File: src/rtl/rsps_pkg.sv
// Shared types, constants and the arctangent step table of the ring sector pixel shader.
package rsps_pkg;

  localparam int COORD_BITS_DEF = 12;
  localparam int ANGLE_BITS_DEF = 16;

  localparam int CFG_INDEX_BITS = 3;
  localparam int CFG_DATA_BITS  = 32;
  localparam int FILL_BITS      = 17;
  localparam int COLOR_BITS     = 32;
  localparam int LINE_BITS      = 13;
  localparam int INDEX_BITS     = 24;
  localparam int OUT_ITEM_BITS  = 1 + INDEX_BITS + COLOR_BITS;

  localparam logic [LINE_BITS-1:0] LINE_WIDTH_RST = 13'd1024;

  // Register indexes of the configuration port.
  localparam logic [CFG_INDEX_BITS-1:0] REG_CENTER_X   = 3'd0;
  localparam logic [CFG_INDEX_BITS-1:0] REG_CENTER_Y   = 3'd1;
  localparam logic [CFG_INDEX_BITS-1:0] REG_KNOB_SIZE  = 3'd2;
  localparam logic [CFG_INDEX_BITS-1:0] REG_FILL_VALUE = 3'd3;
  localparam logic [CFG_INDEX_BITS-1:0] REG_FILL_COLOR = 3'd4;
  localparam logic [CFG_INDEX_BITS-1:0] REG_LINE_WIDTH = 3'd5;

  // The inner ring edge sits at 0.55 of the radius, so the squared ratio is 0.3025.
  localparam int RING_OUTER_SCALE = 10000;
  localparam int RING_INNER_SCALE = 3025;

  localparam int CORDIC_STEPS     = 28;
  localparam int PRE_SHIFT        = 16;
  localparam int FILL_SCALE_SHIFT = 16;

  // Angles in 1/2^32 turn.
  localparam logic [31:0] TURN_ZERO           = 32'h0000_0000;
  localparam logic [31:0] TURN_QUARTER        = 32'h4000_0000;
  localparam logic [31:0] TURN_HALF           = 32'h8000_0000;
  localparam logic [31:0] TURN_THREE_QUARTERS = 32'hC000_0000;

  typedef struct packed {
    logic                  axis;
    logic                  we;
    logic [INDEX_BITS-1:0] index;
  } side_t;

  function automatic logic [31:0] step_angle(input int idx);
    logic [31:0] ang;
    case (idx)
      0:  ang = 32'd536870912;
      1:  ang = 32'd316933406;
      2:  ang = 32'd167458907;
      3:  ang = 32'd85004756;
      4:  ang = 32'd42667331;
      5:  ang = 32'd21354465;
      6:  ang = 32'd10679838;
      7:  ang = 32'd5340245;
      8:  ang = 32'd2670163;
      9:  ang = 32'd1335087;
      10: ang = 32'd667544;
      11: ang = 32'd333772;
      12: ang = 32'd166886;
      13: ang = 32'd83443;
      14: ang = 32'd41722;
      15: ang = 32'd20861;
      16: ang = 32'd10430;
      17: ang = 32'd5215;
      18: ang = 32'd2608;
      19: ang = 32'd1304;
      20: ang = 32'd652;
      21: ang = 32'd326;
      22: ang = 32'd163;
      23: ang = 32'd81;
      24: ang = 32'd41;
      25: ang = 32'd20;
      26: ang = 32'd10;
      27: ang = 32'd5;
      default: ang = 32'd0;
    endcase
    return ang;
  endfunction

endpackage

File: src/rtl/rsps_skid.sv
// Two-entry output buffer that decouples the pipeline from the result consumer.
module rsps_skid #(
  parameter int W = rsps_pkg::OUT_ITEM_BITS
) (
  input  logic         clk,
  input  logic         rst_n,
  input  logic         push,
  input  logic [W-1:0] push_data,
  output logic         room,
  output logic         out_valid,
  input  logic         out_ready,
  output logic [W-1:0] out_data
);

  localparam logic [1:0] FULL = 2'd2;

  logic [W-1:0] mem_r [2];
  logic         wr_ptr_r, rd_ptr_r;
  logic [1:0]   count_r, count_nxt;
  logic         pop;

  assign out_valid = (count_r != 2'd0);
  assign room      = (count_r != FULL);
  assign pop       = out_valid && out_ready;
  assign out_data  = mem_r[rd_ptr_r];

  always_comb begin
    case ({push, pop})
      2'b10:   count_nxt = count_r + 2'd1;
      2'b01:   count_nxt = count_r - 2'd1;
      default: count_nxt = count_r;
    endcase
  end

  always_ff @(posedge clk) begin
    if (!rst_n) begin
      count_r  <= 2'd0;
      wr_ptr_r <= 1'b0;
      rd_ptr_r <= 1'b0;
    end else begin
      count_r <= count_nxt;
      if (push) begin
        wr_ptr_r <= ~wr_ptr_r;
      end
      if (pop) begin
        rd_ptr_r <= ~rd_ptr_r;
      end
    end
  end

  always_ff @(posedge clk) begin
    if (push) begin
      mem_r[wr_ptr_r] <= push_data;
    end
  end

  a_no_overflow: assert property (@(posedge clk) disable iff (!rst_n)
    push |-> (count_r != FULL) || pop)
    else $error("output buffer written while full");

  a_pop_drains: assert property (@(posedge clk) disable iff (!rst_n)
    (pop && !push) |=> (count_r == $past(count_r) - 2'd1))
    else $error("output buffer count did not drop after a request left");

endmodule

File: config.mk
export PLATFORM = sky130hd
export DESIGN_NAME = rsps_skid
export DESIGN_NICKNAME = d
export VERILOG_FILES = /design/src/rtl/rsps_pkg.sv /design/src/rtl/rsps_skid.sv
export SDC_FILE = /design/constraint.sdc
export NUM_CORES = 1
export LEC_CHECK = 0
export BUFFER_PORTS_ARGS = -buffer_cell sky130_fd_sc_hd__buf_2
export CORE_MARGIN = 1.5
export CORE_UTILIZATION = 48
export CTS_BUF_LIST = sky130_fd_sc_hd__clkbuf_4
export DETAILED_ROUTE_END_ITERATION = 8
export PLACE_DENSITY_LB_ADDON = 0.2
export SKIP_CTS_REPAIR_TIMING = 1
export SLEW_MARGIN = 0
export SYNTH_ARGS = -nofsm -noshare
export SYNTH_HDL_FRONTEND = slang
export SYNTH_SLANG_ARGS = --single-unit
File: constraint.sdc
create_clock -name clk -period 4.07 [get_ports clk]
set_input_delay 1.0175 -clock clk [delete_from_list [all_inputs] [get_ports clk]]
set_output_delay 1.0175 -clock clk [all_outputs]
set_load 0.02 [all_outputs]
Word level (Yosys, flattened, before mapping)
Memory sizes are Yosys's and may differ from the RTL's. A register that Yosys moved wholly into a read port is not among the register bits. Cells that the tools add are included.

Add/sub/neg operators: 2. Equal/unequal tests: 3. Multiplexer cells: 5. Bitwise logic cells: 2. Reduce and logical (&&, ||, !) cells: 3.

Operator list (number): 1-bit 2-to-1 mux (4); 2-bit case mux with 2 select lines (1); 2-bit nonzero test (2); 2-bit by 1-bit adder with 2-bit output (second input constant) (1); 2-bit by 1-bit == test with 1-bit output (second input constant) (1); 2-bit == test (second input constant) (1); 2-bit != test (second input constant) (1); 1-bit NOT (2); 2-bit by 1-bit subtractor with 2-bit output (second input constant) (1); 1-bit logical AND (1).

Bits in registers: 4. Bits in writable memories: 114. Input port bits: 61. Output and inout bits: 59. Word-level logic and storage cells: 19. Memories: 1.

Memory list: mem_r (words 2, bits a word 57, rd ports 1, clocked after Yosys merged registers in 1, wr ports 1, line rsps_skid.sv:17) `logic [W-1:0] mem_r [2];`.

Longest topological paths before layout
Word-level depth: 4. Depth in mapped cells: 5. Gate-level depth less buffers: 5.

Worst setup path after synthesis
No wires, ideal clock.

Kind: input -> register. From: input push. To: memory mem_r[0][0] in the netlist's numbering, enable pin. Library setup time: 0.475 ns. Data arrival time: 3.498 ns. Required time: 3.595 ns. Path slack: 0.097 ns. Cell stages on the path: 2. Buffers on the path: 0. Cell sequence: inv_1 nor2_1.

Cells in the longest elaborated chain, start to end: 2.

Ends and longest elaborated chain: start: declaration (line rsps_skid.sv:7) `input logic push,`; 1-bit 2-to-1 mux (line rsps_skid.sv:52) `if (push) begin`; 1-bit 2-to-1 mux (not written as such) (line rsps_skid.sv:53) `mem_r[wr_ptr_r] <= push_data;`; end: declaration (line rsps_skid.sv:17).

No other way between the ends.

==> qor.yml <==
detailed_routing:
  dr.pass1.iters: 4
  routedWlPerCell_um: 16.3
  drtIter0Drc: 47
  drc: 0
  drt-vias-per-instance: 4.89
  totalWireLength_mm: 7.47
  ant_nets: 0
  num_vias: 2241
cells_and_area:
  area_delta_synth_final_pct: 24.2
  final_cells: 458
  layout-drive-gt1-share_pct: 44.9
  ff_latch_area_mm2: 0.00352
  multi_input_area_um2: 772
  nNetsFinal: 399
  diodes: 0
  fillers: 640
power_and_ir_drop:
  peakVddDrop_mv: 0.288
  leakagePower_nw: 2.02
  power_density_mw_per_mm2: 558
sta:
  relSlewSlack_pct: 45.9
  rsz0062_at_grt: "no"
  finalSetupViolCount: 0
  finalSetupTns_ns: 0
  hold_viol_final: 0
  slew_violations: 0
  period_minus_slack_ns: 3.20
  max_freq_mhz: 312
  fin_skew_ns: 0.0104
  period_share_pct: 78.6
  tightest_slew_ns: 0.809
global_route:
  grt_pass1_wl_mm: 11.7
  grt_overflow: 0
  track_usage_pct: 16.3
  grt_max_degree: 34
  antenna_found_initial: 0
  grt_pass1_vias: 2386
logic_synthesis:
  yosys_warnings: 0
  synth_top_family_by_area: "multiplexers"
  yosysMostFrequentCell: "edfxtp_1"
  yosys.area_share.simple_pct: 1.24
  synth_common_cells: "114 x edfxtp_1, 57 x mux2_1, 5 x dfxtp_1"
  avgSynthCellArea_um2: 21.6
  syn_area_mm2: 0.00433
  yosysUniqueCellTypes: 18
  synth_nets: 262
  postSynth.asyncResetShare_pct: 0
  synth_xor_area_share_pct: 0.607
  syn_inst: 200
  ys.flop_type: "edfxtp_1"
  synthAdderAreaFrac_pct: 0.289
  synth_largest_area_cell: "edfxtp_1"
  ys_ff_latch: 119
  synth_edf_count: 114
  netlist.area_leader.share_pct: 79.1
  ys_seq_area_share_pct: 81.4
  synth_compound_gate_area_share_pct: 0.665
  muxShareOfSynthArea_pct: 14.8
  netlist_top_cells_area: "edfxtp_1 79%, mux2_1 15%, dfxtp_1 2.3%, xnor2_1 0.61%, buf_4 0.52%"
cts:
  clk_latency_ns: 0.48
  cts_tree: "built"
  htree_levels: 4
  clk_path_buf_depth: 2
  root_buffer: "clkbuf_4"
  cts_buffers: 17
  path_clk_slew_ns: 0.10
  cts.sinks: 119
setup_path:
  path_max_fanout: 26
  cp.arrival_ns: 2.18
  worstSetupEndpointType: "output pin"
  worstSetupStartpointType: "register"
  required_ns: 3.05
  worstSetupPathType: "reg2out"
die:
  initial_core_util_pct: 49.6
  core_mm2: 0.00872
  die_h_um: 98.0
  dieArea_mm2: 0.00960
  die_w_um: 98.0
  io_pins: 120
  row_count: 34
placed_design:
  dp_cells: 426
  place.gp.congestion: 0.750
  dp_hpwl_mm: 4.93
  io_buffers: 119
hold_path:
  worstHoldPathType: "reg2reg"
job:
  maxCapViolCount: 0
outcome:
  status: "complete, no violations"
final timing paths:
kind                   start            to  slack (ns)  depth (start not counted)
setup / recovery    register  out_data[54]        0.87                          3
hold / removal    count_r[1]    count_r[1]        0.52                          2
setup reg to reg    wr_ptr_r  mem_r[0][26]        2.44                          2
hold reg to reg   count_r[1]    count_r[1]        0.52                          2
sequential cells by signal, indices dropped and copies added, names as in the netlist, named ones only:
name	count
count_r	2
rd_ptr_r	1
mem_r	114
wr_ptr_r	1
routing by layer:
| layer | vias to the layer above | share of wire (%) | GRT usage [%] |
|---|---|---|---|
| met2 | 89 | 48 | 25.3 |
| met5 | - | 0 | 0 |
| li1 | 1062 | - | - |
| met1 | 1075 | 42 | 19.7 |
| met3 | 15 | 7.4 | 6.37 |
| met4 | 0 | 2.4 | 9.12 |
logic make-up (layout without fill, tap and decap cells):
logic type	count (synthesis)	after routing
DFF	119	119
muxes	57	57
and+or+nand+nor	9	9
buffers and inverters	7	157
AOI/OAI and AO/OA	4	4
xor gates and xnor gates	3	3
adders and majority gates	1	1
metrics by stage:
stage	hold slack, ns	setup WS, ns	utilization [%]	total power, mW	instance area [um^2]
floorplan	0.478	0.0970	-	1.97	4330
global route	0.556	0.686	61.6	3.15	5380
CTS	0.534	0.774	61.6	3.04	5380
finish	0.524	0.870	61.6	3.00	5380
global placement	0.499	1.34	58.3	2.18	5080
detailed placement	0.512	1.35	58.3	2.19	5080
report_power, final:
group | internal (mW) | switching [mW] | leakage, nW | total [mW]
registers | 1.42 | 0.0611 | 1.11 | 1.48
clock network | 0.424 | 0.418 | 0.135 | 0.843
logic | 0.278 | 0.394 | 0.770 | 0.671
placed cells by master, fill, tap and decap left out:
master      Yosys  routed
a21boi_1        1       1
nor2_4          0       1
or2_1           1       1
buf_4           3       4
nand2b_1        1       1
edfxtp_1      114     114
and2_1          2       1
clkbuf_4        0      18
inv_1           1       1
o21a_2          1       1
o21ai_0         1       1
clkinvlp_4      0       7
and2_2          0       1
buf_2           3     119
bufinv_16       0       3
mux2_1         57      57
buf_12          0       1
ha_1            1       1
clkinv_1        0       3
clkinv_2        0       1
dfxtp_1         5       4
o21a_1          1       1
or3_1           1       1
xnor2_1         3       3
dfxtp_2         0       1
nor2b_1         3       3
critical path: stages (launching register included):
cell,delay (ns)
dfxtp_2,0.75
buf_4,0.41
mux2_1,0.37
buf_2,0.17
cell type report:
type	instances	share of cell area, %
multi-input combinational	74	14.4
inverter	1	0.0698
sequential	119	65.6
tap	108	2.51
timing repair buffer	124	12.0
clock buffer	18	2.51
clock inverter	14	2.96
Note: power is estimated with default switching activity, not from simulation.
