### config.mk
export PLATFORM = sky130hd
export DESIGN_NAME = rsps_cell
export DESIGN_NICKNAME = d
export VERILOG_FILES = /design/src/rtl/rsps_pkg.sv /design/src/rtl/rsps_cell.sv
export SDC_FILE = /design/constraint.sdc
export NUM_CORES = 1
export LEC_CHECK = 0
export BUFFER_PORTS_ARGS = -buffer_cell sky130_fd_sc_hd__buf_4
export CAP_MARGIN = 20
export CORE_MARGIN = 3
export CORE_UTILIZATION = 56
export CTS_CLUSTER_SIZE = 40
export DETAILED_ROUTE_END_ITERATION = 7
export GPL_TIMING_DRIVEN = 0
export PLACE_DENSITY = 0.86
export SKIP_LAST_GASP = 1
export SLEW_MARGIN = 20
export SYNTH_ARGS = -nofsm -noshare
export SYNTH_HDL_FRONTEND = slang
export SYNTH_SLANG_ARGS = --single-unit
### constraint.sdc
create_clock -name clk -period 14.95 [get_ports clk]
set_clock_uncertainty 0.1 [all_clocks]
set_input_delay 4.485 -clock clk [delete_from_list [all_inputs] [get_ports clk]]
set_output_delay 4.485 -clock clk [all_outputs]
set_load 0.02 [all_outputs]
### src/rtl/rsps_pkg.sv
// Shared types, constants and the arctangent step table of the ring sector pixel shader.
package rsps_pkg;

  localparam int COORD_BITS_DEF = 12;
  localparam int ANGLE_BITS_DEF = 16;

  localparam int CFG_INDEX_BITS = 3;
  localparam int CFG_DATA_BITS  = 32;
  localparam int FILL_BITS      = 17;
  localparam int COLOR_BITS     = 32;
  localparam int LINE_BITS      = 13;
  localparam int INDEX_BITS     = 24;
  localparam int OUT_ITEM_BITS  = 1 + INDEX_BITS + COLOR_BITS;

  localparam logic [LINE_BITS-1:0] LINE_WIDTH_RST = 13'd1024;

  // Register indexes of the configuration port.
  localparam logic [CFG_INDEX_BITS-1:0] REG_CENTER_X   = 3'd0;
  localparam logic [CFG_INDEX_BITS-1:0] REG_CENTER_Y   = 3'd1;
  localparam logic [CFG_INDEX_BITS-1:0] REG_KNOB_SIZE  = 3'd2;
  localparam logic [CFG_INDEX_BITS-1:0] REG_FILL_VALUE = 3'd3;
  localparam logic [CFG_INDEX_BITS-1:0] REG_FILL_COLOR = 3'd4;
  localparam logic [CFG_INDEX_BITS-1:0] REG_LINE_WIDTH = 3'd5;

  // The inner ring edge sits at 0.55 of the radius, so the squared ratio is 0.3025.
  localparam int RING_OUTER_SCALE = 10000;
  localparam int RING_INNER_SCALE = 3025;

  localparam int CORDIC_STEPS     = 28;
  localparam int PRE_SHIFT        = 16;
  localparam int FILL_SCALE_SHIFT = 16;

  // Angles in 1/2^32 turn.
  localparam logic [31:0] TURN_ZERO           = 32'h0000_0000;
  localparam logic [31:0] TURN_QUARTER        = 32'h4000_0000;
  localparam logic [31:0] TURN_HALF           = 32'h8000_0000;
  localparam logic [31:0] TURN_THREE_QUARTERS = 32'hC000_0000;

  typedef struct packed {
    logic                  axis;
    logic                  we;
    logic [INDEX_BITS-1:0] index;
  } side_t;

  function automatic logic [31:0] step_angle(input int idx);
    logic [31:0] ang;
    case (idx)
      0:  ang = 32'd536870912;
      1:  ang = 32'd316933406;
      2:  ang = 32'd167458907;
      3:  ang = 32'd85004756;
      4:  ang = 32'd42667331;
      5:  ang = 32'd21354465;
      6:  ang = 32'd10679838;
      7:  ang = 32'd5340245;
      8:  ang = 32'd2670163;
      9:  ang = 32'd1335087;
      10: ang = 32'd667544;
      11: ang = 32'd333772;
      12: ang = 32'd166886;
      13: ang = 32'd83443;
      14: ang = 32'd41722;
      15: ang = 32'd20861;
      16: ang = 32'd10430;
      17: ang = 32'd5215;
      18: ang = 32'd2608;
      19: ang = 32'd1304;
      20: ang = 32'd652;
      21: ang = 32'd326;
      22: ang = 32'd163;
      23: ang = 32'd81;
      24: ang = 32'd41;
      25: ang = 32'd20;
      26: ang = 32'd10;
      27: ang = 32'd5;
      default: ang = 32'd0;
    endcase
    return ang;
  endfunction

endpackage

### src/rtl/rsps_cell.sv
// One vectoring step of the angle chain: rotates toward the x axis and accumulates the angle.
module rsps_cell #(
  parameter int COORD_BITS = rsps_pkg::COORD_BITS_DEF,
  parameter int STEP       = 0
) (
  input  logic                                              clk,
  input  logic                                              rst_n,
  input  logic                                              adv,
  input  logic                                              valid_i,
  input  logic signed [COORD_BITS+rsps_pkg::PRE_SHIFT+2:0]  x_i,
  input  logic signed [COORD_BITS+rsps_pkg::PRE_SHIFT+2:0]  y_i,
  input  logic [31:0]                                       z_i,
  input  rsps_pkg::side_t                                   side_i,
  output logic                                              valid_o,
  output logic signed [COORD_BITS+rsps_pkg::PRE_SHIFT+2:0]  x_o,
  output logic signed [COORD_BITS+rsps_pkg::PRE_SHIFT+2:0]  y_o,
  output logic [31:0]                                       z_o,
  output rsps_pkg::side_t                                   side_o
);

  localparam int          XW         = COORD_BITS + rsps_pkg::PRE_SHIFT + 3;
  localparam logic [31:0] STEP_ANGLE = rsps_pkg::step_angle(STEP);

  logic signed [XW-1:0] y_mag, x_sh, x_nxt, y_nxt;
  logic [31:0]          z_nxt;

  // The x leg stays positive; y is shifted by magnitude so it truncates toward zero.
  assign y_mag = y_i[XW-1] ? -y_i : y_i;
  assign x_sh  = x_i >>> STEP;
  assign x_nxt = x_i + (y_mag >> STEP);

  always_comb begin
    if (y_i > 0) begin
      y_nxt = y_i - x_sh;
      z_nxt = z_i + STEP_ANGLE;
    end else begin
      y_nxt = y_i + x_sh;
      z_nxt = z_i - STEP_ANGLE;
    end
    // Axis pixels already carry their final angle.
    if (side_i.axis) begin
      z_nxt = z_i;
    end
  end

  logic                 valid_r;
  logic signed [XW-1:0] x_r, y_r;
  logic [31:0]          z_r;
  rsps_pkg::side_t      side_r;

  always_ff @(posedge clk) begin
    if (!rst_n) begin
      valid_r <= 1'b0;
    end else if (adv) begin
      valid_r <= valid_i;
    end
  end

  always_ff @(posedge clk) begin
    if (adv) begin
      x_r    <= x_nxt;
      y_r    <= y_nxt;
      z_r    <= z_nxt;
      side_r <= side_i;
    end
  end

  assign valid_o = valid_r;
  assign x_o     = x_r;
  assign y_o     = y_r;
  assign z_o     = z_r;
  assign side_o  = side_r;

endmodule

======== After elaboration in Yosys (flattened, before gate mapping) ========
Index checks and enable logic that the tools add are counted.
word-level totals
  flip-flop bits (word level) ............. 121
  bits in latches ......................... 0
  RAM bits ................................ 0
  memory bits (read-only) ................. 0
  input bits .............................. 124
  memories ................................ 0
operators by class
  add/subtract/negate cells ............... 6
  multipliers ............................. 0
  divide/modulo/power cells ............... 0
  $lt $le $gt $ge ......................... 1
  equality and inequality tests ........... 0
  shift-type cells ........................ 0
  mux-type cells .......................... 4
  bitwise operators ....................... 0
  reductions and logical operators ........ 0
operator list
  cell                      number
  $mux W32                  2
  $add A31 B31 Y31          2
  $mux W31                  2
  $add A32 B30 Y32 const B  1
  $sub A32 B30 Y32 const B  1
  $gt A31 B1 Y1 const B     1
  $neg A31 Y31              1
  $sub A31 B31 Y31          1

======== Logic depth before layout (Yosys ltp) ========
  word-level depth ........................ 3
  depth in mapped cells ................... 23

======== Worst setup path after synthesis ========
OpenSTA, ideal clock, no wires.
  path kind ............................... input port to flip-flop
  from .................................... input port y_i[1] in the netlist's numbering
  to ...................................... register y_r[27] (netlist: y_o[27]) (data pin)
  library setup time ...................... 265 ps
  arrival ................................. 8548 ps
  data required time ...................... 14585 ps
  setup slack ............................. 6037 ps
  stages on the path ...................... 22
  buffers on the path ..................... 2
  cell sequence ........................... inv_1 -> ha_1 -> or4b_1 -> or2_1 -> nor3_2 -> nand3_2 -> nor4_4 -> or2_1 -> buf_6 -> buf_2 -> nor2_1 -> xor2_1 -> ha_1 -> a21o_1 -> a21o_1 -> a221oi_1 -> o21bai_1 -> a311oi_1 -> o21ai_0 -> a31oi_1 -> o21ai_0 -> xor2_1
on the way
  cells in the longest elaborated chain, start to end .. 2
  elaborated cells between the ends (all ways) .. 4
  those cells by class .................... add/sub (2); order compare (1); mux (1)
ends and longest elaborated chain
  element                                   RTL line         source
  start: declaration                        rsps_cell.sv:11  input logic signed [COORD_BITS+rsps_pkg::PRE_SHIFT+2:0] y_i,
  $add A31 B31 Y31 (tied with other cells)  rsps_cell.sv:37  y_nxt = y_i + x_sh;
  $mux W31 (*)                              rsps_cell.sv:33  if (y_i > 0) begin
  via y_nxt[27]                             rsps_cell.sv:24  logic signed [XW-1:0] y_mag, x_sh, x_nxt, y_nxt;
  end signal: assignment                    rsps_cell.sv:62  y_r <= y_nxt;
  end: declaration                          rsps_cell.sv:47  logic signed [XW-1:0] x_r, y_r;
The timed path passes the listed nets; every way through them passes the cells marked *.
A chain may end at the register's enable or synchronous reset.

======== Worst setup path after layout ========
  from .................................... input port y_i[1] in the netlist's numbering
  to ...................................... register y_r[24] (netlist: y_o[24]) (data pin)
Same word-level chain as after synthesis.

==> results.json <==
{
  "setup-tns-final_ps": 0,
  "synthCells": 743,
  "endpoint_kind": "register",
  "synth_edf_count": 119,
  "drt-initial-drc-count": 506,
  "start_util": 0.587,
  "cp.required_ps": 15000,
  "grt_antenna_before_repair": 0,
  "whs_ps": 431,
  "worst_r2r_path_depth": 2,
  "setup_viol": 0,
  "gp_congestion": 0.927,
  "yosysMostFrequentCell": "edfxtp_1",
  "htree_levels": 4,
  "max_cap_violations": 0,
  "design_area_mm2": 0.0106,
  "synth_fp_nets": 931,
  "die-area_mm2": 0.0157,
  "drive_above_1_share": 0.293,
  "rsz0062_at_grt": "false",
  "tightest_slew_ps": 1070,
  "slew_headroom": 0.286,
  "utilization": 0.779,
  "crit_path_end": "y_o[24]",
  "setup_ws_ps": 5160,
  "period_minus_slack_ps": 9790,
  "postCtsHoldBufs": 0,
  "place_hpwl_mm": 16.8,
  "routedWlPerCell_um": 18.6,
  "ant_nets": 0,
  "critPathArrivalTime_ps": 9840,
  "avgSynthCellArea_um2": 10.7,
  "synth_top_area_share": 0.449,
  "place_ws_ps": 4860,
  "ys_types": 69,
  "syn_to_final_growth_pct": 32.8,
  "clock-sinks": 120,
  "cts-resized-gates": 0,
  "track_usage": 0.278,
  "clk_path_buf_depth": 2,
  "max_freq_mhz": 102,
  "ys_top_cells_by_area": "edfxtp_1, ha_1, xnor2_1, a21oi_1, o21ai_0",
  "grt_max_degree": 121,
  "die_w_um": 125,
  "placed_area_mm2": 0.0100,
  "synth_top_area_cell": "edfxtp_1",
  "clk_pin_slew_ps": 60,
  "diodes": 0,
  "post-route-drc-count": 0,
  "ys_async_sr_fraction": 0,
  "multiInputGateArea_mm2": 0.00416,
  "cp_cell_sequence": "buf_4 -> inv_1 -> ha_1 -> or4b_1 -> or2_1 -> nor3_2 -> nand3_2 -> nor4_4 -> or2_1 -> buf_6 -> inv_4 -> o21ai_0 -> inv_1 -> fa_1 -> nor2b_1 -> o31ai_1 -> a2111oi_0 -> o211ai_1 -> a31oi_1 -> o21ai_0 -> nand2b_1 -> a31oi_1 -> xnor2_1",
  "drt_pass1_iterations": 6,
  "first_global_vias": 6581,
  "powerDensity_mw_per_mm2": 119,
  "wl_mm": 22.2,
  "io_buffers": 244,
  "clockRootBuffer": "clkbuf_16",
  "crit_type": "input port to register",
  "overflow": 0,
  "ys_seq_elements": 120,
  "reg2reg_from": "valid_o",
  "cp-start-kind": "input port",
  "synthTopCellsByCount": "edfxtp_1, xnor2_1, a21oi_1, ha_1",
  "syn-cell-area_mm2": 0.00796,
  "cp-startpoint": "y_i[1]",
  "fp-row-count": 42,
  "ys.flop_type": "edfxtp_1",
  "cts_tree": "built",
  "p_leak_nw": 4.43,
  "fill_cells": 921,
  "grt_pass1_wl_mm": 34.5,
  "core_mm2": 0.0136,
  "viasPerCell": 5.77,
  "peakVddDrop_mv": 0.0704,
  "fin_crit_sh": 0.655,
  "status": "finished clean",
  "numCtsBuffers": 17,
  "ys_seq_area_frac": 0.452,
  "cts_setup_buffers": 0,
  "vias": 6896,
  "maxSlewViolCount": 0,
  "crit_slowest_cell": "a2111oi_0",
  "synth_warnings": 0,
  "crit_fanout": 10,
  "final_net_count": 1194,
  "r2r_end": "valid_o",
  "slowest_delay_ps": 860,
  "die_y_um": 125,
  "seqCellArea_mm2": 0.00359,
  "hold_viol": 0,
  "clk_latency_ps": 410,
  "hold_class": "register to register",
  "regToRegSetupSlack_ps": 14250,
  "boundaryPins": 245
}
[cells in the final DEF (no fill, tap or decap), drive strengths merged, types with 3 or more instances in the layout]
| cell type | n |
|---|---|
| o41ai | 10 |
| edfxtp | 119 |
| nor4 | 5 |
| a21o | 23 |
| ha | 61 |
| clkinv | 7 |
| xor2 | 22 |
| o21bai | 9 |
| nand3b | 3 |
| or4 | 5 |
| a211oi | 6 |
| fa | 3 |
| and2 | 4 |
| clkinvlp | 5 |
| nand3 | 16 |
| or2 | 4 |
| and3 | 4 |
| nand2b | 6 |
| a31oi | 8 |
| nor2 | 56 |
| o21a | 9 |
| a221oi | 4 |
| nand2 | 48 |
| buf | 250 |
| o31ai | 13 |
| xnor2 | 86 |
| nor2b | 3 |
| nand4b | 3 |
| clkbuf | 28 |
| a21oi | 63 |
| nor3 | 11 |
| inv | 32 |
| o21ai | 57 |
| a21boi | 5 |
[kinds of logic (layout without fill, tap and decap cells)]
family | count (synthesis) | count (layout) | synth area share
AOI/OAI and AO/OA | 225 | 225 | 0.187
and+or+nand+nor | 178 | 178 | 0.112
DFF | 120 | 120 | 0.452
xor gates and xnor gates | 108 | 108 | 0.119
adders and majority gates | 64 | 64 | 0.103
buffers and inverters | 47 | 323 | 0.0260
muxes | 1 | 1 | 0.00126
[critical path: cells and delay by family]
kind,cells,cell delay [ps]
AO/OA/AOI/OAI,7,1990
AND/OR/NAND/NOR,8,1960
adder cells (fa/ha/maj),2,660
buffers and inverters,5,550
XOR/XNOR,1,160
[registers in the layout, summed over array words and instances, names as in the netlist]
| name | flops |
|---|---|
| valid_o | 1 |
| side_o | 26 |
| y_o | 30 |
| z_o | 32 |
| x_o | 31 |
[per-stage QoR]
stage                     total power, mW  cells
final                                1.26   1195
after CTS                            1.26   1195
after floorplan                     0.716    743
after global routing                 1.32   1195
after detailed placement            0.877   1163
after global placement              0.867   1163
[how the worst min path moves through the flow]
stage / from / to / slack, ps / depth (start not counted)
final: valid_o / valid_o / 430 / 2
after global routing: valid_o / valid_o / 510 / 2
after CTS: valid_o / valid_o / 440 / 2
after detailed placement: valid_o / valid_o / 430 / 2
after global placement: valid_o / valid_o / 400 / 2
after floorplan: valid_o / valid_o / 490 / 2
[power by group]
group          internal (mW)  switching (mW)
Combinational          0.185           0.241
Clock                  0.228           0.156
Sequential             0.437          0.0153
Total                  0.849           0.412
[cell type report]
type / count / area share
Multi-Input combinational cell: 576 / 0.393
Buffer: 17 / 0.00865
Tap cell: 176 / 0.0208
Inverter: 30 / 0.0109
Sequential cell: 120 / 0.340
Clock buffer: 17 / 0.0403
Timing Repair Buffer: 244 / 0.174
Clock inverter: 15 / 0.0122
[metal layers]
metal	track usage	wire length [µm]
met5	0	0
met2	0.476	10800
met4	0.0995	607
met3	0.0623	1760
met1	0.347	9080
Power figures use the tool's default switching activity.
