**config.mk**
```make
export PLATFORM = sky130hd
export DESIGN_NAME = rsps_front
export DESIGN_NICKNAME = d
export VERILOG_FILES = /design/src/rtl/rsps_pkg.sv /design/src/rtl/rsps_front.sv
export SDC_FILE = /design/constraint.sdc
export NUM_CORES = 2
export LEC_CHECK = 0
export ABC_AREA = 0
export BUFFER_PORTS_ARGS = -buffer_cell sky130_fd_sc_hd__buf_2
export CORE_MARGIN = 4
export CORE_UTILIZATION = 65
export CTS_CLUSTER_DIAMETER = 80
export DETAILED_ROUTE_END_ITERATION = 12
export PLACE_DENSITY_LB_ADDON = 0.12
export SETUP_SLACK_MARGIN = 0.15
export SLEW_MARGIN = 5
export SYNTH_ARGS = -nofsm -noshare
export SYNTH_HDL_FRONTEND = slang
export SYNTH_SLANG_ARGS = --single-unit
```
**constraint.sdc**
```tcl
create_clock -name clk -period 7.18 [get_ports clk]
set_input_delay 0.718 -clock clk [delete_from_list [all_inputs] [get_ports clk]]
set_output_delay 0.718 -clock clk [all_outputs]
set_load 0.02 [all_outputs]
```
**src/rtl/rsps_pkg.sv**
```systemverilog
// Shared types, constants and the arctangent step table of the ring sector pixel shader.
package rsps_pkg;

  localparam int COORD_BITS_DEF = 12;
  localparam int ANGLE_BITS_DEF = 16;

  localparam int CFG_INDEX_BITS = 3;
  localparam int CFG_DATA_BITS  = 32;
  localparam int FILL_BITS      = 17;
  localparam int COLOR_BITS     = 32;
  localparam int LINE_BITS      = 13;
  localparam int INDEX_BITS     = 24;
  localparam int OUT_ITEM_BITS  = 1 + INDEX_BITS + COLOR_BITS;

  localparam logic [LINE_BITS-1:0] LINE_WIDTH_RST = 13'd1024;

  // Register indexes of the configuration port.
  localparam logic [CFG_INDEX_BITS-1:0] REG_CENTER_X   = 3'd0;
  localparam logic [CFG_INDEX_BITS-1:0] REG_CENTER_Y   = 3'd1;
  localparam logic [CFG_INDEX_BITS-1:0] REG_KNOB_SIZE  = 3'd2;
  localparam logic [CFG_INDEX_BITS-1:0] REG_FILL_VALUE = 3'd3;
  localparam logic [CFG_INDEX_BITS-1:0] REG_FILL_COLOR = 3'd4;
  localparam logic [CFG_INDEX_BITS-1:0] REG_LINE_WIDTH = 3'd5;

  // The inner ring edge sits at 0.55 of the radius, so the squared ratio is 0.3025.
  localparam int RING_OUTER_SCALE = 10000;
  localparam int RING_INNER_SCALE = 3025;

  localparam int CORDIC_STEPS     = 28;
  localparam int PRE_SHIFT        = 16;
  localparam int FILL_SCALE_SHIFT = 16;

  // Angles in 1/2^32 turn.
  localparam logic [31:0] TURN_ZERO           = 32'h0000_0000;
  localparam logic [31:0] TURN_QUARTER        = 32'h4000_0000;
  localparam logic [31:0] TURN_HALF           = 32'h8000_0000;
  localparam logic [31:0] TURN_THREE_QUARTERS = 32'hC000_0000;

  typedef struct packed {
    logic                  axis;
    logic                  we;
    logic [INDEX_BITS-1:0] index;
  } side_t;

  function automatic logic [31:0] step_angle(input int idx);
    logic [31:0] ang;
    case (idx)
      0:  ang = 32'd536870912;
      1:  ang = 32'd316933406;
      2:  ang = 32'd167458907;
      3:  ang = 32'd85004756;
      4:  ang = 32'd42667331;
      5:  ang = 32'd21354465;
      6:  ang = 32'd10679838;
      7:  ang = 32'd5340245;
      8:  ang = 32'd2670163;
      9:  ang = 32'd1335087;
      10: ang = 32'd667544;
      11: ang = 32'd333772;
      12: ang = 32'd166886;
      13: ang = 32'd83443;
      14: ang = 32'd41722;
      15: ang = 32'd20861;
      16: ang = 32'd10430;
      17: ang = 32'd5215;
      18: ang = 32'd2608;
      19: ang = 32'd1304;
      20: ang = 32'd652;
      21: ang = 32'd326;
      22: ang = 32'd163;
      23: ang = 32'd81;
      24: ang = 32'd41;
      25: ang = 32'd20;
      26: ang = 32'd10;
      27: ang = 32'd5;
      default: ang = 32'd0;
    endcase
    return ang;
  endfunction

endpackage

```
**src/rtl/rsps_front.sv**
```systemverilog
// Front pipeline: window test, squared radius, ring test, quadrant fold and row-major address.
module rsps_front #(
  parameter int COORD_BITS = rsps_pkg::COORD_BITS_DEF
) (
  input  logic                                              clk,
  input  logic                                              rst_n,
  input  logic                                              adv,
  input  logic                                              in_valid,
  input  logic [COORD_BITS-1:0]                             pixel_x,
  input  logic [COORD_BITS-1:0]                             pixel_y,
  input  logic [COORD_BITS-1:0]                             center_x,
  input  logic [COORD_BITS-1:0]                             center_y,
  input  logic [COORD_BITS-1:0]                             knob_size,
  input  logic [rsps_pkg::LINE_BITS-1:0]                    line_width,
  output logic                                              valid_o,
  output logic signed [COORD_BITS+rsps_pkg::PRE_SHIFT+2:0]  x_o,
  output logic signed [COORD_BITS+rsps_pkg::PRE_SHIFT+2:0]  y_o,
  output logic [31:0]                                       z_o,
  output rsps_pkg::side_t                                   side_o
);

  localparam int DW  = COORD_BITS + 1;
  localparam int XW  = COORD_BITS + rsps_pkg::PRE_SHIFT + 3;
  localparam int SQW = 2 * COORD_BITS;
  localparam int RW  = SQW + 1;
  localparam int QW  = SQW - 2;
  localparam int CW  = RW + 14;
  localparam int PW  = COORD_BITS + rsps_pkg::LINE_BITS;
  localparam int AW  = (PW > rsps_pkg::INDEX_BITS ? PW : rsps_pkg::INDEX_BITS) + 1;

  // Ring bounds follow the knob size; q_r and then q_scaled_r are registered from it in turn.
  logic [SQW-1:0] ks_sq;
  logic [QW-1:0]  q_r;
  logic [CW-1:0]  q_scaled_r;

  assign ks_sq = SQW'(knob_size) * SQW'(knob_size);

  always_ff @(posedge clk) begin
    q_r        <= ks_sq[SQW-1:2];
    q_scaled_r <= CW'(q_r) * CW'(rsps_pkg::RING_INNER_SCALE);
  end

  // Stage 1: offsets from the center and the scan window.
  logic signed [DW-1:0] dx_c, dy_c, h_s;
  logic                 win_c;

  assign dx_c  = $signed({1'b0, pixel_x}) - $signed({1'b0, center_x});
  assign dy_c  = $signed({1'b0, pixel_y}) - $signed({1'b0, center_y});
  assign h_s   = $signed({2'b00, knob_size[COORD_BITS-1:1]});
  assign win_c = (dx_c >= -h_s) && (dx_c < h_s) && (dy_c >= -h_s) && (dy_c <= h_s);

  logic                  v1_r;
  logic signed [DW-1:0]  dx1_r, dy1_r;
  logic [COORD_BITS-1:0] px1_r, py1_r;
  logic                  win1_r;

  // Stage 2: squares, row product and quadrant fold.
  logic signed [2*DW-1:0] dxx, dyy;
  logic [PW-1:0]          prod_c;
  logic signed [DW-1:0]   ndx, ndy;
  logic                   axis_c;
  logic [31:0]            base_c;
  logic [COORD_BITS-1:0]  p_c, q_c;

  assign dxx    = dx1_r * dx1_r;
  assign dyy    = dy1_r * dy1_r;
  assign prod_c = PW'(py1_r) * PW'(line_width);
  assign ndx    = -dx1_r;
  assign ndy    = -dy1_r;

  // Rows grow downward, so "up" is the negated row offset.
  always_comb begin
    axis_c = 1'b0;
    base_c = rsps_pkg::TURN_ZERO;
    p_c    = '0;
    q_c    = '0;
    if (dy1_r == '0) begin
      axis_c = 1'b1;
      base_c = (dx1_r > 0) ? rsps_pkg::TURN_QUARTER : rsps_pkg::TURN_THREE_QUARTERS;
    end else if (dx1_r == '0) begin
      axis_c = 1'b1;
      base_c = (dy1_r > 0) ? rsps_pkg::TURN_HALF : rsps_pkg::TURN_ZERO;
    end else if (dx1_r > 0 && dy1_r < 0) begin
      p_c = dx1_r[COORD_BITS-1:0];
      q_c = ndy[COORD_BITS-1:0];
    end else if (dx1_r > 0) begin
      base_c = rsps_pkg::TURN_QUARTER;
      p_c    = dy1_r[COORD_BITS-1:0];
      q_c    = dx1_r[COORD_BITS-1:0];
    end else if (dy1_r > 0) begin
      base_c = rsps_pkg::TURN_HALF;
      p_c    = ndx[COORD_BITS-1:0];
      q_c    = dy1_r[COORD_BITS-1:0];
    end else begin
      base_c = rsps_pkg::TURN_THREE_QUARTERS;
      p_c    = ndy[COORD_BITS-1:0];
      q_c    = ndx[COORD_BITS-1:0];
    end
  end

  logic                  v2_r;
  logic [SQW-1:0]        sqx2_r, sqy2_r;
  logic [PW-1:0]         prod2_r;
  logic [COORD_BITS-1:0] px2_r;
  logic                  win2_r, axis2_r;
  logic [31:0]           base2_r;
  logic [COORD_BITS-1:0] p2_r, q2_r;

  // Stage 3: radius sum, address and vector setup.
  logic [AW-1:0] addr_c;

  assign addr_c = AW'(px2_r) + AW'(prod2_r);

  logic                                   v3_r;
  logic [RW-1:0]                          r3_r;
  logic [rsps_pkg::INDEX_BITS-1:0]        idx3_r;
  logic signed [XW-1:0]                   x3_r, y3_r;
  logic [31:0]                            z3_r;
  logic                                   win3_r, axis3_r;

  // Stage 4: ring test against both edges.
  logic [CW-1:0] r_scaled;
  logic          ring_c;

  assign r_scaled = CW'(r3_r) * CW'(rsps_pkg::RING_OUTER_SCALE);
  assign ring_c   = (r3_r < RW'(q_r)) && (r_scaled > q_scaled_r);

  logic                 v4_r;
  logic signed [XW-1:0] x4_r, y4_r;
  logic [31:0]          z4_r;
  rsps_pkg::side_t      side4_r;

  always_ff @(posedge clk) begin
    if (!rst_n) begin
      v1_r <= 1'b0;
      v2_r <= 1'b0;
      v3_r <= 1'b0;
      v4_r <= 1'b0;
    end else if (adv) begin
      v1_r <= in_valid;
      v2_r <= v1_r;
      v3_r <= v2_r;
      v4_r <= v3_r;
    end
  end

  always_ff @(posedge clk) begin
    if (adv) begin
      dx1_r   <= dx_c;
      dy1_r   <= dy_c;
      px1_r   <= pixel_x;
      py1_r   <= pixel_y;
      win1_r  <= win_c;

      sqx2_r  <= dxx[SQW-1:0];
      sqy2_r  <= dyy[SQW-1:0];
      prod2_r <= prod_c;
      px2_r   <= px1_r;
      win2_r  <= win1_r;
      axis2_r <= axis_c;
      base2_r <= base_c;
      p2_r    <= p_c;
      q2_r    <= q_c;

      r3_r    <= RW'(sqx2_r) + RW'(sqy2_r);
      idx3_r  <= addr_c[rsps_pkg::INDEX_BITS-1:0];
      x3_r    <= $signed({3'b000, q2_r, {rsps_pkg::PRE_SHIFT{1'b0}}});
      y3_r    <= $signed({3'b000, p2_r, {rsps_pkg::PRE_SHIFT{1'b0}}});
      z3_r    <= base2_r;
      win3_r  <= win2_r;
      axis3_r <= axis2_r;

      x4_r          <= x3_r;
      y4_r          <= y3_r;
      z4_r          <= z3_r;
      side4_r.axis  <= axis3_r;
      side4_r.we    <= win3_r && ring_c;
      side4_r.index <= idx3_r;
    end
  end

  assign valid_o = v4_r;
  assign x_o     = x4_r;
  assign y_o     = y4_r;
  assign z_o     = z4_r;
  assign side_o  = side4_r;

  a_accept_enters: assert property (@(posedge clk) disable iff (!rst_n)
    (in_valid && adv) |=> v1_r)
    else $error("accepted request did not enter the first stage");

  a_stall_holds: assert property (@(posedge clk) disable iff (!rst_n)
    !adv |=> $stable(v4_r) && $stable(side4_r.we))
    else $error("front pipeline moved while stalled");

endmodule

```
Word-level counts from Yosys, hierarchy flattened
Cells that the tools add are included.
- word-level logic and storage cells: 78
- register bits: 442
- input bits: 77
- latch bits: 0
- memories: 0
- bits in writable memories: 0
- output and inout bits: 121
- memory bits (read-only): 0
- add/subtract/negate cells: 7
- bitwise logic cells: 0
- eq/ne operators: 0
- multiplexer cells: 14
- reductions and logical operators: 9
- $mul: 6
- shift operators: 0
- divide/modulo/power cells: 0
- $lt $le $gt $ge: 9
- operators with widths (operator ; count):
    2-to-1 mux 32 bit ; 6
    2-to-1 mux 12 bit ; 6
    multiplier 13 x 13 -> 24 bit ; 2
    > comparator 39 x 34 -> 1 bit ; 1
    multiplier 25 x 10 -> 35 bit, second input constant ; 1
    multiplier 22 x 12 -> 34 bit, second input constant ; 1
    2-to-1 mux 31 bit ; 1
    greater-or-equal comparator 13 bit ; 2
    > comparator 13 x 1 -> 1 bit, second input constant ; 2
    logical NOT 13 bit ; 2
    subtractor 12 x 12 -> 13 bit ; 2
    adder 24 x 24 -> 25 bit ; 1
    < comparator 25 x 22 -> 1 bit ; 1
    adder 12 x 24 -> 24 bit ; 1
    multiplier 12 x 12 -> 24 bit ; 1
    multiplier 12 x 13 -> 24 bit ; 1
    negator 12 bit ; 2
    less-or-equal comparator 13 x 12 -> 1 bit ; 1
    < comparator 13 x 1 -> 1 bit, second input constant ; 1
    < comparator 13 x 12 -> 1 bit ; 1
    negator 11 -> 13 bit ; 1
    logical AND 1 bit ; 6
    OR reduction 2 bit ; 1
    2-to-1 mux 1 bit ; 1

Depth between registers and ports, before layout
- word-level depth: 6
- gate-level depth with buffers: 31
- mapped depth without buffers: 31

Least setup slack after synthesis
OpenSTA, ideal clock, no wires.
- path type: register to register
- start point: reg r3_r[4]
- end point: reg side4_r (netlist bit side_o[24]) (data pin)
- setup slack: 0.679 ns
- data arrival time: 6.231 ns
- data required time: 6.910 ns
- cell stages (with the launch flop): 29
- path through: edfxtp_1 -> inv_1 -> fa_1 -> inv_1 -> ha_1 -> inv_1 -> fa_1 -> inv_1 -> ha_1 -> inv_1 -> fa_1 -> inv_1 -> ha_1 -> o21ai_0 -> a21oi_1 -> a211oi_2 -> o41ai_2 -> a41o_1 -> o31a_1 -> a21oi_1 -> ha_1 -> and3_1 -> a221o_1 -> a221oi_1 -> o21ai_0 -> a221o_1 -> a211oi_1 -> and4b_1 -> a211oi_1
- longest elaborated chain between the ends: 4
- elaborated cells on any way between the ends: 5
- ends and longest elaborated chain (what ; line ; RTL):
    from (decl) ; rsps_front.sv:115 ; logic [RW-1:0] r3_r;
    from (signal assigned) ; rsps_front.sv:165 ; r3_r <= RW'(sqx2_r) + RW'(sqy2_r);
    multiplier 25 x 10 -> 35 bit ; rsps_front.sv:125 ; assign r_scaled = CW'(r3_r) * CW'(rsps_pkg::RING_OUTER_SCALE);
    > comparator 39 x 34 -> 1 bit ; rsps_front.sv:126 ; assign ring_c = (r3_r < RW'(q_r)) && (r_scaled > q_scaled_r);
    logical AND 1 bit (*) ; rsps_front.sv:126 ;
    logical AND 1 bit (*) ; rsps_front.sv:177 ; side4_r.we <= win3_r && ring_c;
    to (decl) ; rsps_front.sv:131 ; rsps_pkg::side_t side4_r;
Mark *: on every way between the ends. The rest lies on a longest branch, timed or not.
A chain may end at the register's enable or synchronous reset.

Worst setup path after layout
- start point: reg r3_r[11]
- end point: reg side4_r (netlist bit side_o[24]) (data pin)
Same word-level chain as after synthesis.

==> results.yml <==
run_status:
  outcome: "finished clean"
clocking:
  cts_tree: "built"
  clock-sinks: 350
  clk_pin_slew_ns: 0.06
  htreeDepth: 2
  clock-root-buffer: "clkbuf_16"
  postCtsHoldBufs: 0
  cts_buffers: 43
  cts_buffer_depth: 3
  clk_latency_ns: 0.60
worst_setup_path:
  crit_end: "side_o[24]"
  end_kind: "flip-flop"
  cp-startpoint: "r3_r[11]"
  crit_fanout: 5
  critical_path_class: "flip-flop to flip-flop"
  slowest_delay_ns: 0.49
  critical_path_arrival_ns: 6.99
  rr_worst_depth: 26
  cp.required_ns: 7.48
  path_buf_inv: 4
  crit_path_start_kind: "flip-flop"
  slowest_stage: "fa_1"
  timing.critical_path.mode_cell: "ha_1"
  r2r_end: "side_o[24]"
  crit_cells: 26
  reg2reg_from: "r3_r[11]"
  rrSetupSlack_ns: 0.49
  path_delay_family: "adder cells"
grt:
  grt_max_degree: 156
  grt-busiest-layer: "met2"
  antenna_found_initial: 3
  grt_use_met1: 0.3437
  grt_util_all_layers: 0.2714
  gr-usage-met3: 0.04765
  first_global_vias: 31620
  grt_pass1_wl_um: 159100
  globalRouteOverflowTotal: 0
  grtUsageMet2: 0.4699
layout:
  fin_nets: 5773
  n_fill_cell: 5122
  syn2layout_area_growth_pct: 6.497
  drive_gt1_frac: 0.06766
  final_area_sq_um: 47210
synthesis:
  synthArstFlopShare: 0
  yosysWarnings: 0
  ys.flop_type: "edfxtp_1"
  synthDistinctLibCells: 80
  synth_edf_count: 290
  ys_seq_area_frac: 0.2235
  ys_ff_latch: 350
  yosysTopAreaCell: "fa_1"
  synth.area.top_cells: "fa_1 (28%), edfxtp_1 (20%), ha_1 (18%)"
  synth.most_common_cell: "inv_1"
  syn_avg_cell_area_sq_um: 10.21
  synth_common_cells: "inv_1 (891), ha_1 (621), fa_1 (615)"
  syn_inst: 4342
  synth_top_area_frac: 0.2777
  syn_area_sq_um: 44330
die:
  start_util: 0.6578
  chipWidth_um: 269.2
  fp.dieArea_sq_um: 72450
  coreArea_sq_um: 67400
  rows: 95
  die_y_um: 269.2
  io_pins: 198
timing:
  setup_viol: 0
  slew_headroom: 0.2438
  finalCriticalPeriod_ns: 6.692
  fin_crit_sh: 0.9320
  worstMarginPinSlew_ns: 1.106
  slew_viol_final: 0
  rsz0062_at_grt: "false"
  max_freq_mhz: 149.4
  fin_setup_tns_ns: 0
  hold_violations: 0
  skew_ns: 0.02921
placement:
  io_buffers: 129
  placed_area_sq_um: 45690
  place_congestion: 0.9158
  hpwl_um: 78180
drt:
  vias_per_cell: 5.540
  wirelength_um: 95170
  first_pass_iters: 5
  drtIter0Drc: 1901
  drc: 0
  num_vias: 29740
  avgRoutedWirePerCell_um: 17.73
  ant_nets: 0
job:
  drv_cap: 0
min_path:
  hold_path.class: "input pin to flip-flop"
[stage by stage]
step	setup slack, ns	instances	util	hold slack (ns)
after floorplan	0.6794	4409	-	0.4003
after CTS	0.1511	5356	0.6982	0.2742
final	0.4881	5368	0.7005	0.3094
after global placement	0.2486	5278	0.6779	0.4003
after detailed placement	0.1608	5278	0.6779	0.4045
after global routing	0.1555	5368	0.7005	0.2919
[cell usage in the layout, fill, tap and decap left out, types with 9 or more instances in the layout]
cell and instances:
o21bai_1 18, clkbuf_16 44, a21oi_2 11, inv_1 882, o21ai_0 79, ha_1 619, and2_1 130, a211oi_1 12
o211ai_1 13, conb_1 68, a31oi_1 24, nand3_1 54, xnor2_1 179, a21oi_1 162, a221oi_1 9, or3_1 17
or2_2 10, dfxtp_1 60, o21a_1 29, edfxtp_1 290, fa_1 615, and3_1 30, a211o_1 10, nand4_1 20
nor4_1 9, clkinv_1 15, xor2_1 50, a21o_1 67, inv_2 10, nor2b_1 46, nand2b_1 26, buf_2 128
buf_4 48, nand2_1 301, nor3_1 57, nor2_1 199
[what timing repair did]
action                                 CTS  global route
setup endpoints to repair                0             1
resized for setup                        0            25
buffers inserted                         0            10
endpoints found under the hold margin    0             0
[sequential cells by signal, summed over array words and instances (netlist names), 22 cells and up]
| signal | cells |
|---|---|
| q_scaled_r | 34 |
| sqx2_r | 23 |
| side_o | 26 |
| idx3_r | 24 |
| sqy2_r | 23 |
| q_r | 22 |
| prod2_r | 24 |
| r3_r | 25 |
[logic make-up (layout without fill, tap and decap cells)]
group / count (synthesis) / in the layout / share of synthesized area
fa+ha+maj: 1236 / 1236 / 0.4530
compound gates: 518 / 518 / 0.07676
xor+xnor: 231 / 231 / 0.04626
flops: 350 / 350 / 0.2235
buf+inv: 1071 / 1155 / 0.09762
simple gates: 927 / 927 / 0.1009
other cells: 1 / 70 / 0.00008459
mux: 8 / 8 / 0.001863
[worst min-delay path by stage]
stage | slack [ns] | start | cells after the start | to
after floorplan | 0.40 | axis2_r | 0 | axis3_r
after global placement | 0.40 | px1_r[6] | 0 | px2_r[6]
after detailed placement | 0.40 | idx3_r[6] | 0 | side_o[6]
after CTS | 0.27 | pixel_x[0] | 1 | px1_r[0]
after global routing | 0.29 | pixel_x[0] | 1 | px1_r[0]
final | 0.31 | pixel_x[0] | 1 | px1_r[0]
[layer usage]
| layer | wire (um) | share of wire |
|---|---|---|
| met5 | 7 | 0.000074 |
| met2 | 46730 | 0.49 |
| met4 | 4042 | 0.042 |
| met3 | 5252 | 0.055 |
| met1 | 39140 | 0.41 |
[layout make-up]
type	count	area [sq um]	share of cell area
antenna	2	5.005	0.0001060
clock inverter	25	229.0	0.004850
tap	873	1092	0.02314
inverter	899	3374	0.07147
multi-input combinational	2988	30430	0.6445
sequential	350	9910	0.2099
clock buffer	53	1137	0.02409
timing repair buffer	178	1036	0.02194
Power is not shown: default switching activity piles up to over one toggle a cycle in this logic, so the estimate is an artifact.
